===== config.mk =====
export PLATFORM = sky130hd
export DESIGN_NAME = salc_front_flat
export DESIGN_NICKNAME = d
export VERILOG_FILES = /design/src/hdl/salc_pkg.sv /design/src/hdl/salc_in_if.sv /design/src/hdl/salc_front.sv /design/src/flat_wrapper.sv
export SDC_FILE = /design/constraint.sdc
export NUM_CORES = 1
export LEC_CHECK = 0
export BUFFER_PORTS_ARGS = -buffer_cell sky130_fd_sc_hd__buf_2
export CAP_MARGIN = 15
export CORE_MARGIN = 3
export CORE_UTILIZATION = 29
export DETAILED_ROUTE_END_ITERATION = 10
export GPL_TIMING_DRIVEN = 0
export PLACE_DENSITY = 0.43
export SLEW_MARGIN = 20
export SYNTH_ARGS = -nofsm -noshare
export SYNTH_HDL_FRONTEND = slang
export SYNTH_SLANG_ARGS = --single-unit

===== constraint.sdc =====
create_clock -name clk -period 7.4 [get_ports clk]
set_input_delay 1.48 -clock clk [delete_from_list [all_inputs] [get_ports clk]]
set_output_delay 1.48 -clock clk [all_outputs]
set_load 0.1 [all_outputs]

===== src/hdl/salc_pkg.sv =====
// Package for the set-associative LRU cache lookup block.
// Holds the sizes, the queue word and metadata types, and register indexes.
// No dependencies.
package salc_pkg;

  localparam int MAX_WAYS      = 4;
  localparam int MAX_SET_BITS  = 12;
  localparam int ADDRESS_BITS  = 48;
  localparam int LINE_BITS_MIN = 2;
  localparam int LINE_BITS_MAX = 8;

  localparam int LINE_W    = ADDRESS_BITS - LINE_BITS_MIN;
  localparam int SET_W     = MAX_SET_BITS;
  localparam int SET_DEPTH = 1 << MAX_SET_BITS;
  localparam int WAY_W     = (MAX_WAYS > 1) ? $clog2(MAX_WAYS) : 1;
  localparam int TAG_ROW_W = MAX_WAYS * LINE_W;
  localparam int CNT_W     = 32;
  localparam int CFG_IDX_W = 2;
  localparam int CFG_DAT_W = 4;

  typedef enum logic [CFG_IDX_W-1:0] {
    CFG_LINE_BITS = 2'd0,
    CFG_SET_BITS  = 2'd1,
    CFG_WAY_COUNT = 2'd2
  } cfg_idx_t;

  // One classified reference on its way from the front to the back.
  typedef struct packed {
    logic [LINE_W-1:0] line;
    logic [SET_W-1:0]  set;
    logic [2:0]        way_count;
    logic              is_write;
  } job_t;

  // Per-set metadata: valid and dirty bits per way, and LRU order
  // (position 0 is most recent).
  typedef struct packed {
    logic [MAX_WAYS-1:0]            valid;
    logic [MAX_WAYS-1:0]            dirty;
    logic [MAX_WAYS-1:0][WAY_W-1:0] ord;
  } meta_t;

  localparam int META_W = $bits(meta_t);

  function automatic meta_t meta_reset();
    meta_t m;
    m.valid = '0;
    m.dirty = '0;
    for (int p = 0; p < MAX_WAYS; p++) m.ord[p] = WAY_W'(p);
    return m;
  endfunction

endpackage


===== src/hdl/salc_in_if.sv =====
// Input channel: one memory reference word with valid/ready.
// Depends on salc_pkg.
interface salc_in_if;
  import salc_pkg::*;
  logic                    valid;
  logic                    ready;
  logic [ADDRESS_BITS-1:0] address;
  logic                    is_write;
  modport source (output valid, address, is_write, input ready);
  modport sink   (input valid, address, is_write, output ready);
endinterface


===== src/hdl/salc_front.sv =====
// Front end: configuration registers, address classification and a
// two-word queue toward the back end. Depends on salc_pkg and salc_in_if.
module salc_front (
  input  logic                          clk,
  input  logic                          rst_n,
  input  logic                          cfg_we,
  input  logic [salc_pkg::CFG_IDX_W-1:0] cfg_index,
  input  logic [salc_pkg::CFG_DAT_W-1:0] cfg_data,
  input  logic                          enable,
  salc_in_if.sink                       in_ch,
  output logic                          job_valid,
  input  logic                          job_ready,
  output salc_pkg::job_t                job
);
  import salc_pkg::*;

  logic [3:0] line_bits_r;
  logic [3:0] set_bits_r;
  logic [2:0] way_count_r;

  always_ff @(posedge clk) begin
    if (!rst_n) begin
      line_bits_r <= 4'd6;
      set_bits_r  <= 4'd12;
      way_count_r <= 3'd4;
    end else if (cfg_we) begin
      case (cfg_index)
        CFG_LINE_BITS: line_bits_r <= cfg_data[3:0];
        CFG_SET_BITS:  set_bits_r  <= cfg_data[3:0];
        CFG_WAY_COUNT: way_count_r <= cfg_data[2:0];
        default: ;
      endcase
    end
  end

  // Clamp the registers to their meaningful ranges.
  logic [3:0]  lb, sb;
  logic [2:0]  wc;
  logic [SET_W-1:0] set_mask;
  job_t        job_in;

  always_comb begin
    lb = line_bits_r;
    if (lb < 4'(LINE_BITS_MIN)) lb = 4'(LINE_BITS_MIN);
    if (lb > 4'(LINE_BITS_MAX)) lb = 4'(LINE_BITS_MAX);
    sb = set_bits_r;
    if (sb > 4'(MAX_SET_BITS)) sb = 4'(MAX_SET_BITS);
    wc = way_count_r;
    if (wc < 3'd1) wc = 3'd1;
    if (wc > 3'(MAX_WAYS)) wc = 3'(MAX_WAYS);
    set_mask         = ~({SET_W{1'b1}} << sb);
    job_in.line      = LINE_W'(in_ch.address >> lb);
    job_in.set       = job_in.line[SET_W-1:0] & set_mask;
    job_in.way_count = wc;
    job_in.is_write  = in_ch.is_write;
  end

  // Two-entry queue.
  job_t       q_r [2];
  logic       wp_r, rp_r;
  logic [1:0] cnt_r;
  logic       push, pop;

  assign in_ch.ready = enable && (cnt_r != 2'd2);
  assign push        = in_ch.valid && in_ch.ready;
  assign job_valid   = (cnt_r != 2'd0);
  assign pop         = job_valid && job_ready;
  assign job         = q_r[rp_r];

  always_ff @(posedge clk) begin
    if (push) q_r[wp_r] <= job_in;
    if (!rst_n) begin
      wp_r  <= 1'b0;
      rp_r  <= 1'b0;
      cnt_r <= 2'd0;
    end else begin
      if (push) wp_r <= ~wp_r;
      if (pop)  rp_r <= ~rp_r;
      cnt_r <= cnt_r + 2'(push) - 2'(pop);
    end
  end
endmodule


===== src/flat_wrapper.sv =====
// flat-port wrapper written by rule: the top's interface ports become plain ports
module salc_front_flat import salc_pkg::*;
  (clk, rst_n, cfg_we, cfg_index, cfg_data, enable, job_valid, job_ready, job, in_ch_valid, in_ch_address, in_ch_is_write, in_ch_ready);
  salc_in_if in_ch_i ();
  input  logic clk;
  input  logic rst_n;
  input  logic cfg_we;
  input  logic [salc_pkg::CFG_IDX_W-1:0] cfg_index;
  input  logic [salc_pkg::CFG_DAT_W-1:0] cfg_data;
  input  logic enable;
  output logic job_valid;
  input  logic job_ready;
  output salc_pkg::job_t job;
  input wire logic [$bits(in_ch_i.valid)-1:0] in_ch_valid;
  input wire logic [$bits(in_ch_i.address)-1:0] in_ch_address;
  input wire logic [$bits(in_ch_i.is_write)-1:0] in_ch_is_write;
  output wire logic [$bits(in_ch_i.ready)-1:0] in_ch_ready;
  assign in_ch_i.valid = in_ch_valid;
  assign in_ch_i.address = in_ch_address;
  assign in_ch_i.is_write = in_ch_is_write;
  assign in_ch_ready = in_ch_i.ready;
  salc_front u_core (.clk(clk), .rst_n(rst_n), .cfg_we(cfg_we), .cfg_index(cfg_index), .cfg_data(cfg_data), .enable(enable), .in_ch(in_ch_i), .job_valid(job_valid), .job_ready(job_ready), .job(job));
endmodule

==> results of run 1 <==
-- metrics by stage --
step	power (mW)	hold slack, ns	setup WS (ns)
2_1_floorplan	1.96	0.486	0.137
3_3_place_gp	2.18	0.512	0.593
3_5_place_dp	2.19	0.536	3.55
4_1_cts	3.16	0.552	3.21
5_1_grt	3.24	0.595	3.15
6_report	3.12	0.546	3.37
-- routing by layer --
layer,vias up,wire length [um]
met2,220,11200
met1,2763,9920
met5,-,34
met4,6,417
met3,32,1580
li1,2538,-
-- layout by cell type, fill, tap and decap left out, drive strengths merged, types with 4 or more instances in the layout --
cell | Yosys | layout
buf | 21 | 146
clkinv | 0 | 5
clkbuf | 23 | 41
nor2b | 14 | 14
a32oi | 8 | 8
nand2b | 4 | 4
dfxtp | 16 | 16
nor3 | 11 | 11
nand3 | 9 | 9
nand2 | 61 | 61
mux2 | 67 | 67
mux4 | 23 | 23
a221o | 9 | 9
and2 | 5 | 5
a2111oi | 4 | 4
o22ai | 5 | 5
o21a | 4 | 4
o21ai | 23 | 23
inv | 15 | 15
a21oi | 24 | 24
a211oi | 5 | 5
mux2i | 26 | 26
a22oi | 14 | 14
bufinv | 0 | 6
nor2 | 25 | 25
edfxtp | 124 | 124
-- worst min path at each step --
stage,depth (start not counted),startpoint,endpoint
6_report,2,u_core.rp_r$_SDFFE_PN0P_,u_core.rp_r$_SDFFE_PN0P_
5_1_grt,2,u_core.rp_r$_SDFFE_PN0P_,u_core.rp_r$_SDFFE_PN0P_
2_1_floorplan,2,u_core.way_count_r[0]$_SDFFE_PN0P_,u_core.way_count_r[0]$_SDFFE_PN0P_
3_5_place_dp,2,u_core.rp_r$_SDFFE_PN0P_,u_core.rp_r$_SDFFE_PN0P_
4_1_cts,2,u_core.way_count_r[1]$_SDFFE_PN0P_,u_core.way_count_r[1]$_SDFFE_PN0P_
3_3_place_gp,2,u_core.way_count_r[0]$_SDFFE_PN0P_,u_core.way_count_r[0]$_SDFFE_PN0P_
-- Yosys cell counts, types with 2 or more instances --
library cell / count
sky130_fd_sc_hd__nand2_1: 61
sky130_fd_sc_hd__mux4_2: 23
sky130_fd_sc_hd__nor2b_1: 14
sky130_fd_sc_hd__o31a_1: 2
sky130_fd_sc_hd__nand3b_1: 3
sky130_fd_sc_hd__edfxtp_1: 124
sky130_fd_sc_hd__mux2i_1: 26
sky130_fd_sc_hd__o22ai_1: 5
sky130_fd_sc_hd__buf_4: 2
sky130_fd_sc_hd__or2_2: 2
sky130_fd_sc_hd__nor3_1: 11
sky130_fd_sc_hd__a31oi_1: 3
sky130_fd_sc_hd__a21boi_1: 2
sky130_fd_sc_hd__inv_1: 15
sky130_fd_sc_hd__a22oi_1: 14
sky130_fd_sc_hd__a21oi_1: 24
sky130_fd_sc_hd__o21a_1: 4
sky130_fd_sc_hd__a221oi_1: 2
sky130_fd_sc_hd__nor2_2: 2
sky130_fd_sc_hd__o21ai_0: 21
sky130_fd_sc_hd__ha_1: 2
sky130_fd_sc_hd__a211o_1: 2
sky130_fd_sc_hd__a2111oi_0: 4
sky130_fd_sc_hd__dfxtp_1: 16
sky130_fd_sc_hd__mux2_2: 66
sky130_fd_sc_hd__o2bb2ai_1: 2
sky130_fd_sc_hd__a311oi_1: 2
sky130_fd_sc_hd__a32oi_1: 8
sky130_fd_sc_hd__and2_1: 5
sky130_fd_sc_hd__a211oi_1: 5
sky130_fd_sc_hd__nor2_1: 23
sky130_fd_sc_hd__o211ai_1: 2
sky130_fd_sc_hd__clkbuf_1: 23
sky130_fd_sc_hd__buf_2: 12
sky130_fd_sc_hd__o21ai_1: 2
sky130_fd_sc_hd__xnor2_1: 3
sky130_fd_sc_hd__a221o_1: 9
sky130_fd_sc_hd__nand2b_1: 4
sky130_fd_sc_hd__buf_1: 6
sky130_fd_sc_hd__nand3_1: 9
-- power by group --
group          internal (mW)  total [mW]  switching (mW)
Clock                  0.627       0.952           0.325
Combinational          0.265        1.21           0.947
Sequential             0.942       0.956          0.0146
Total                   1.83        3.12            1.29
-- flip-flops by register name (all words and copies together) (netlist names), named ones only --
signal and cells:
u_core.way_count_r 3, u_core.set_bits_r 4, u_core.q_r 124, u_core.cnt_r 2
u_core.wp_r 1, u_core.rp_r 1, u_core.line_bits_r 4
-- critical path: stages (launching register included) --
cell and delay, ns:
sky130_fd_sc_hd__dfxtp_1 0.30, sky130_fd_sc_hd__clkbuf_1 0.55, sky130_fd_sc_hd__clkbuf_1 0.56, sky130_fd_sc_hd__mux2_2 0.41, sky130_fd_sc_hd__buf_2 0.29
-- area by class of cell --
class                           count  area [sq um]
Sequential cell                   140          4040
Timing Repair Buffer              125           671
Multi-Input combinational cell    384          3110
Tap cell                          324           405
Fill cell                        2459         15500
Buffer                             44           195
Clock buffer                       18           429
Antenna cell                        2          5.00
Clock inverter                     13           223
Inverter                           15          56.3
-- cell families (layout without fill, tap and decap cells) --
logic type / count (synthesis) / after routing / share of synthesized area
adder cells (fa/ha/maj): 2 / 2 / 0.00339
XOR/XNOR: 3 / 3 / 0.00356
buffers and inverters: 59 / 215 / 0.0340
flip-flops: 140 / 140 / 0.547
multiplexers: 116 / 116 / 0.207
AND/OR/NAND/NOR: 139 / 139 / 0.0867
AO/OA/AOI/OAI: 124 / 124 / 0.118
other: 0 / 2 / 0
==> out/results.ini, run 1 <==
[drt]
drt_wl_total_um=23200
routedWlPerCell_um=21.8
post_drt_via_cell_ratio=5.22
ant_nets=0
detailed_route_via_count=5559
dr.pass1.iters=6
drc_errors=0
detail_route.iter0.violations=379

[sta]
final-setup-viol-count=0
slew_at_the_pin_closest_to_its_max_slew_limit_ns=0.865
maxClockFrequency_mhz=248
final_period_minus_worst_setup_slack_ns=4.03
clock_skew_ns=0.00763
slew_headroom=0.422
post-route-period-util=0.544
setup_repair_after_global_routing_missed_its_margin=no
slew_violations=0
report.final.hold_viol_count=0
timing.setup.tns_ns=0

[critical_path]
timing.critical_path.arrival_ns=2.55
startpoint_type=register
crit_path_end_kind=output pin
critical_path.reg2reg.endpoint=u_core.q_r[0][43]$_DFFE_PP_
worst_ep_required_time_ns=5.92
worst_r2r_startpoint=u_core.line_bits_r[3]$_SDFFE_PN0P_
worst_setup_path_endpoint=job[8]
worst-path-max-fanout=10
critPathKind=register to output pin
reg2regPathDepth=7
ff2ff_setup_slack_ns=4.89

[die]
floorplan.rows=57
design.portCount=125
initial_utilization=0.300
chipHeight_um=166
floorplan.die.width_um=166
dieArea_sq_um=27400
floorplan.core_area_sq_um=24700

[place]
port_buffers=122
place.detailed.instances=1032
half_perimeter_wire_length_of_the_detailed_placement_result_um=17200
placed_area_sq_um=8480
finalWeightedCongestion=0.871

[global_routing]
grt_pass1_vias=5732
grt_start_max_net_pins=39
antenna_found_initial=3
grt_met2_usage=0.272
grt_first_pass_wirelength_um=34900
groute.layer.met3.usage=0.0388
gr-usage-all-layers=0.166
global_route.peak_usage_layer=met2
grt_overflow_total=0
use_met1=0.222

[flow_run]
max-cap-violations=0

[cells_and_area]
final_core_utilization=0.370
layout.cells.non_filler=1065
nets=790
final_layout_size_suffix_gt1_frac=0.359
layout-area-overhead-vs-synth_pct=23.6
final_area_sq_um=9140

[logic_synthesis]
synth_warnings=0
synth-async-reset-ratio=0
synth_top_cell_area_share=0.504
synthesis.area_sq_um=7390
synth_fp_nets=646
synth.top_cells.by_area=sky130_fd_sc_hd__edfxtp_1 (50%), sky130_fd_sc_hd__mux2_2 (10%), sky130_fd_sc_hd__mux4_2 (7.0%)
post_synth_edffs=124
post_synth_num_cell_types=58
synthCells=583
synth_top_flop_cell=sky130_fd_sc_hd__edfxtp_1
synth-seq-area-share=0.547
register_bit_count_reported_by_yosys=140
synth.avg_cell_area_sq_um=12.7
synth_top_area_cell=sky130_fd_sc_hd__edfxtp_1

[cts]
buffer_cell_driving_the_clock_tree_root=sky130_fd_sc_hd__clkbuf_16
cts_num_sinks=140
clk_path_buf_depth=2
tritoncts=built
post_cts_resized=0
clk_lat_worst_skew_ns=0.42
worst_setup_hold_path_clk_slew_ns=0.06
holdBufCountCts=0
htree_num_levels=4
cts_buffer_count=17
cts_setup_buffers=0

[power_and_ir_drop]
max-vdd-ir-drop_uv=209
total_leakage_power_nw=3.40
total_power_density_per_cell_area_nw_per_um2=342

[run_status]
status=finished, final reports clean

[worst_hold_path]
worst_hold_path_type=register to register

Power figures use the tool's default switching activity.
==> run 2: changes to the inputs <==
clock period = 3.8 ns   (was 7.4 ns; I/O delays follow)
==> run 2 against run 1 <==
Net effect:
- sequential share of layout area increased by 0.39 points
- clock power increased by 70%
- worst hold slack got worse by 0.016 ns
- flip-flop and latch count unchanged
- non-clock buffer count unchanged
- largest cell class unchanged
- largest power group unchanged
==> out/results.ini, run 2 (synthesis gave the netlist of run 1 again) <==
[run_status]
status=finished, final reports clean

[critical_path]
worst-path-max-fanout=10
timing.critical_path.arrival_ns=2.56
slowest_stage=sky130_fd_sc_hd__buf_1
crit_path_end_kind=output pin
cp_num_buf_inv=3
critPathTopFamily=buffers and inverters
cpPeakStageDelay_ns=0.57
startpoint_type=register
critPathKind=register to output pin
worst_ep_required_time_ns=3.04
crit_path_cell_trace=clkbuf_1 > buf_1 > mux2_2 > buf_2

[sta]
worst_hold_slack_ns=0.530
final_period_minus_worst_setup_slack_ns=3.32
report.final.hold_viol_count=0
maxClockFrequency_mhz=301
timing.setup.tns_ns=0
setup_repair_after_global_routing_missed_its_margin=no
slew_at_the_pin_closest_to_its_max_slew_limit_ns=0.849
slew_headroom=0.433
post-route-period-util=0.873
slew_violations=0
final-setup-viol-count=0
clock_skew_ns=0.00838

[die]
design.portCount=125
floorplan.core_area_sq_um=24700
floorplan.die.width_um=166
initial_utilization=0.300
floorplan.rows=57
chipHeight_um=166
dieArea_sq_um=27400

[cts]
tritoncts=built
post_cts_resized=0
clk_path_buf_depth=2
cts_buffer_count=17
holdBufCountCts=0
cts_num_sinks=140
worst_setup_hold_path_clk_slew_ns=0.06
htree_num_levels=4
buffer_cell_driving_the_clock_tree_root=sky130_fd_sc_hd__clkbuf_16
cts_setup_buffers=0
clk_lat_worst_skew_ns=0.42

[place]
port_buffers=122
half_perimeter_wire_length_of_the_detailed_placement_result_um=17500
finalWeightedCongestion=0.855
placed_area_sq_um=8480

[drt]
dr.pass1.iters=5
post_drt_via_cell_ratio=5.27
detail_route.iter0.violations=527
detailed_route_via_count=5609
drt_wl_total_um=23600
ant_nets=0
routedWlPerCell_um=22.2
drc_errors=0

[cells_and_area]
nets=790
flip_flop_count_of_the_largest_register_after_layout=124
antenna-diode-count=0
final_layout_size_suffix_gt1_frac=0.362
final_core_utilization=0.367
regMostFlops=u_core.q_r
biggestRegsByFlops=u_core.q_r x124, u_core.line_bits_r x4, u_core.set_bits_r x4
layout-area-overhead-vs-synth_pct=22.5
most_common_cell_after_layout_fill_and_taps_aside=sky130_fd_sc_hd__buf_2
layout_common_cells=sky130_fd_sc_hd__buf_2 (134), sky130_fd_sc_hd__edfxtp_1 (124), sky130_fd_sc_hd__mux2_2 (66)
final_area_sq_um=9060

[power_and_ir_drop]
total_leakage_power_nw=3.36
max-vdd-ir-drop_uv=378
total_power_density_per_cell_area_nw_per_um2=646

[global_routing]
grt_overflow_total=0
grt_start_max_net_pins=41
grt_pass1_vias=5830
antenna_found_initial=5
gr-usage-all-layers=0.169
grt_first_pass_wirelength_um=35500

[worst_hold_path]
worst_hold_path_type=primary input to register

[flow_run]
max-cap-violations=0

[run 2: cell count changes in the layout (fill, tap and decap cells not counted), sizes merged]
cell,previous run,this run
diode,2,0
bufinv,6,2
clkinv,5,7
inv,15,17
clkbuf,41,40
clkinvlp,2,4
[run 2: path summary, 6_finish.rpt]
path / start / end / slack, ns / cells after the start
max: register / job[20] / 0.48 / 4
min: in_ch_is_write / u_core.q_r[0][0]$_DFFE_PP_ / 0.53 / 1
max reg2reg: u_core.line_bits_r[3]$_SDFFE_PN0P_ / u_core.q_r[0][52]$_DFFE_PP_ / 1.15 / 5
min reg2reg: u_core.way_count_r[0]$_SDFFE_PN0P_ / u_core.way_count_r[0]$_SDFFE_PN0P_ / 0.54 / 2
[run 2: layout make-up]
type,instances,area [sq um]
Timing Repair Buffer,125,671
Buffer,44,195
Multi-Input combinational cell,384,3110
Tap cell,324,405
Inverter,15,56.3
Clock buffer,17,425
Sequential cell,140,4040
Clock inverter,15,149
Fill cell,2507,15600
[run 2: where the power goes]
| part | switching [mW] | internal (mW) | total [mW] |
|---|---|---|---|
| clock | 0.658 | 0.963 | 1.62 |
| combinational | 1.85 | 0.515 | 2.37 |
| sequential | 0.0291 | 1.83 | 1.86 |
| total | 2.54 | 3.31 | 5.85 |
[run 2: through the flow]
stage	setup slack, ns	total power, mW	instances
global placement	0.697	4.25	1029
floorplan	0.474	3.82	583
global route	0.270	6.08	1064
finish	0.482	5.85	1064
CTS	0.319	5.93	1064
detailed placement	0.807	4.28	1032
[run 2: metal layers]
layer / vias to the layer above / track usage / share of wire
met5: - / 0 / 0.0019
met3: 43 / 0.0422 / 0.071
met1: 2750 / 0.220 / 0.43
met4: 8 / 0.0658 / 0.025
li1: 2554 / - / -
met2: 254 / 0.271 / 0.47
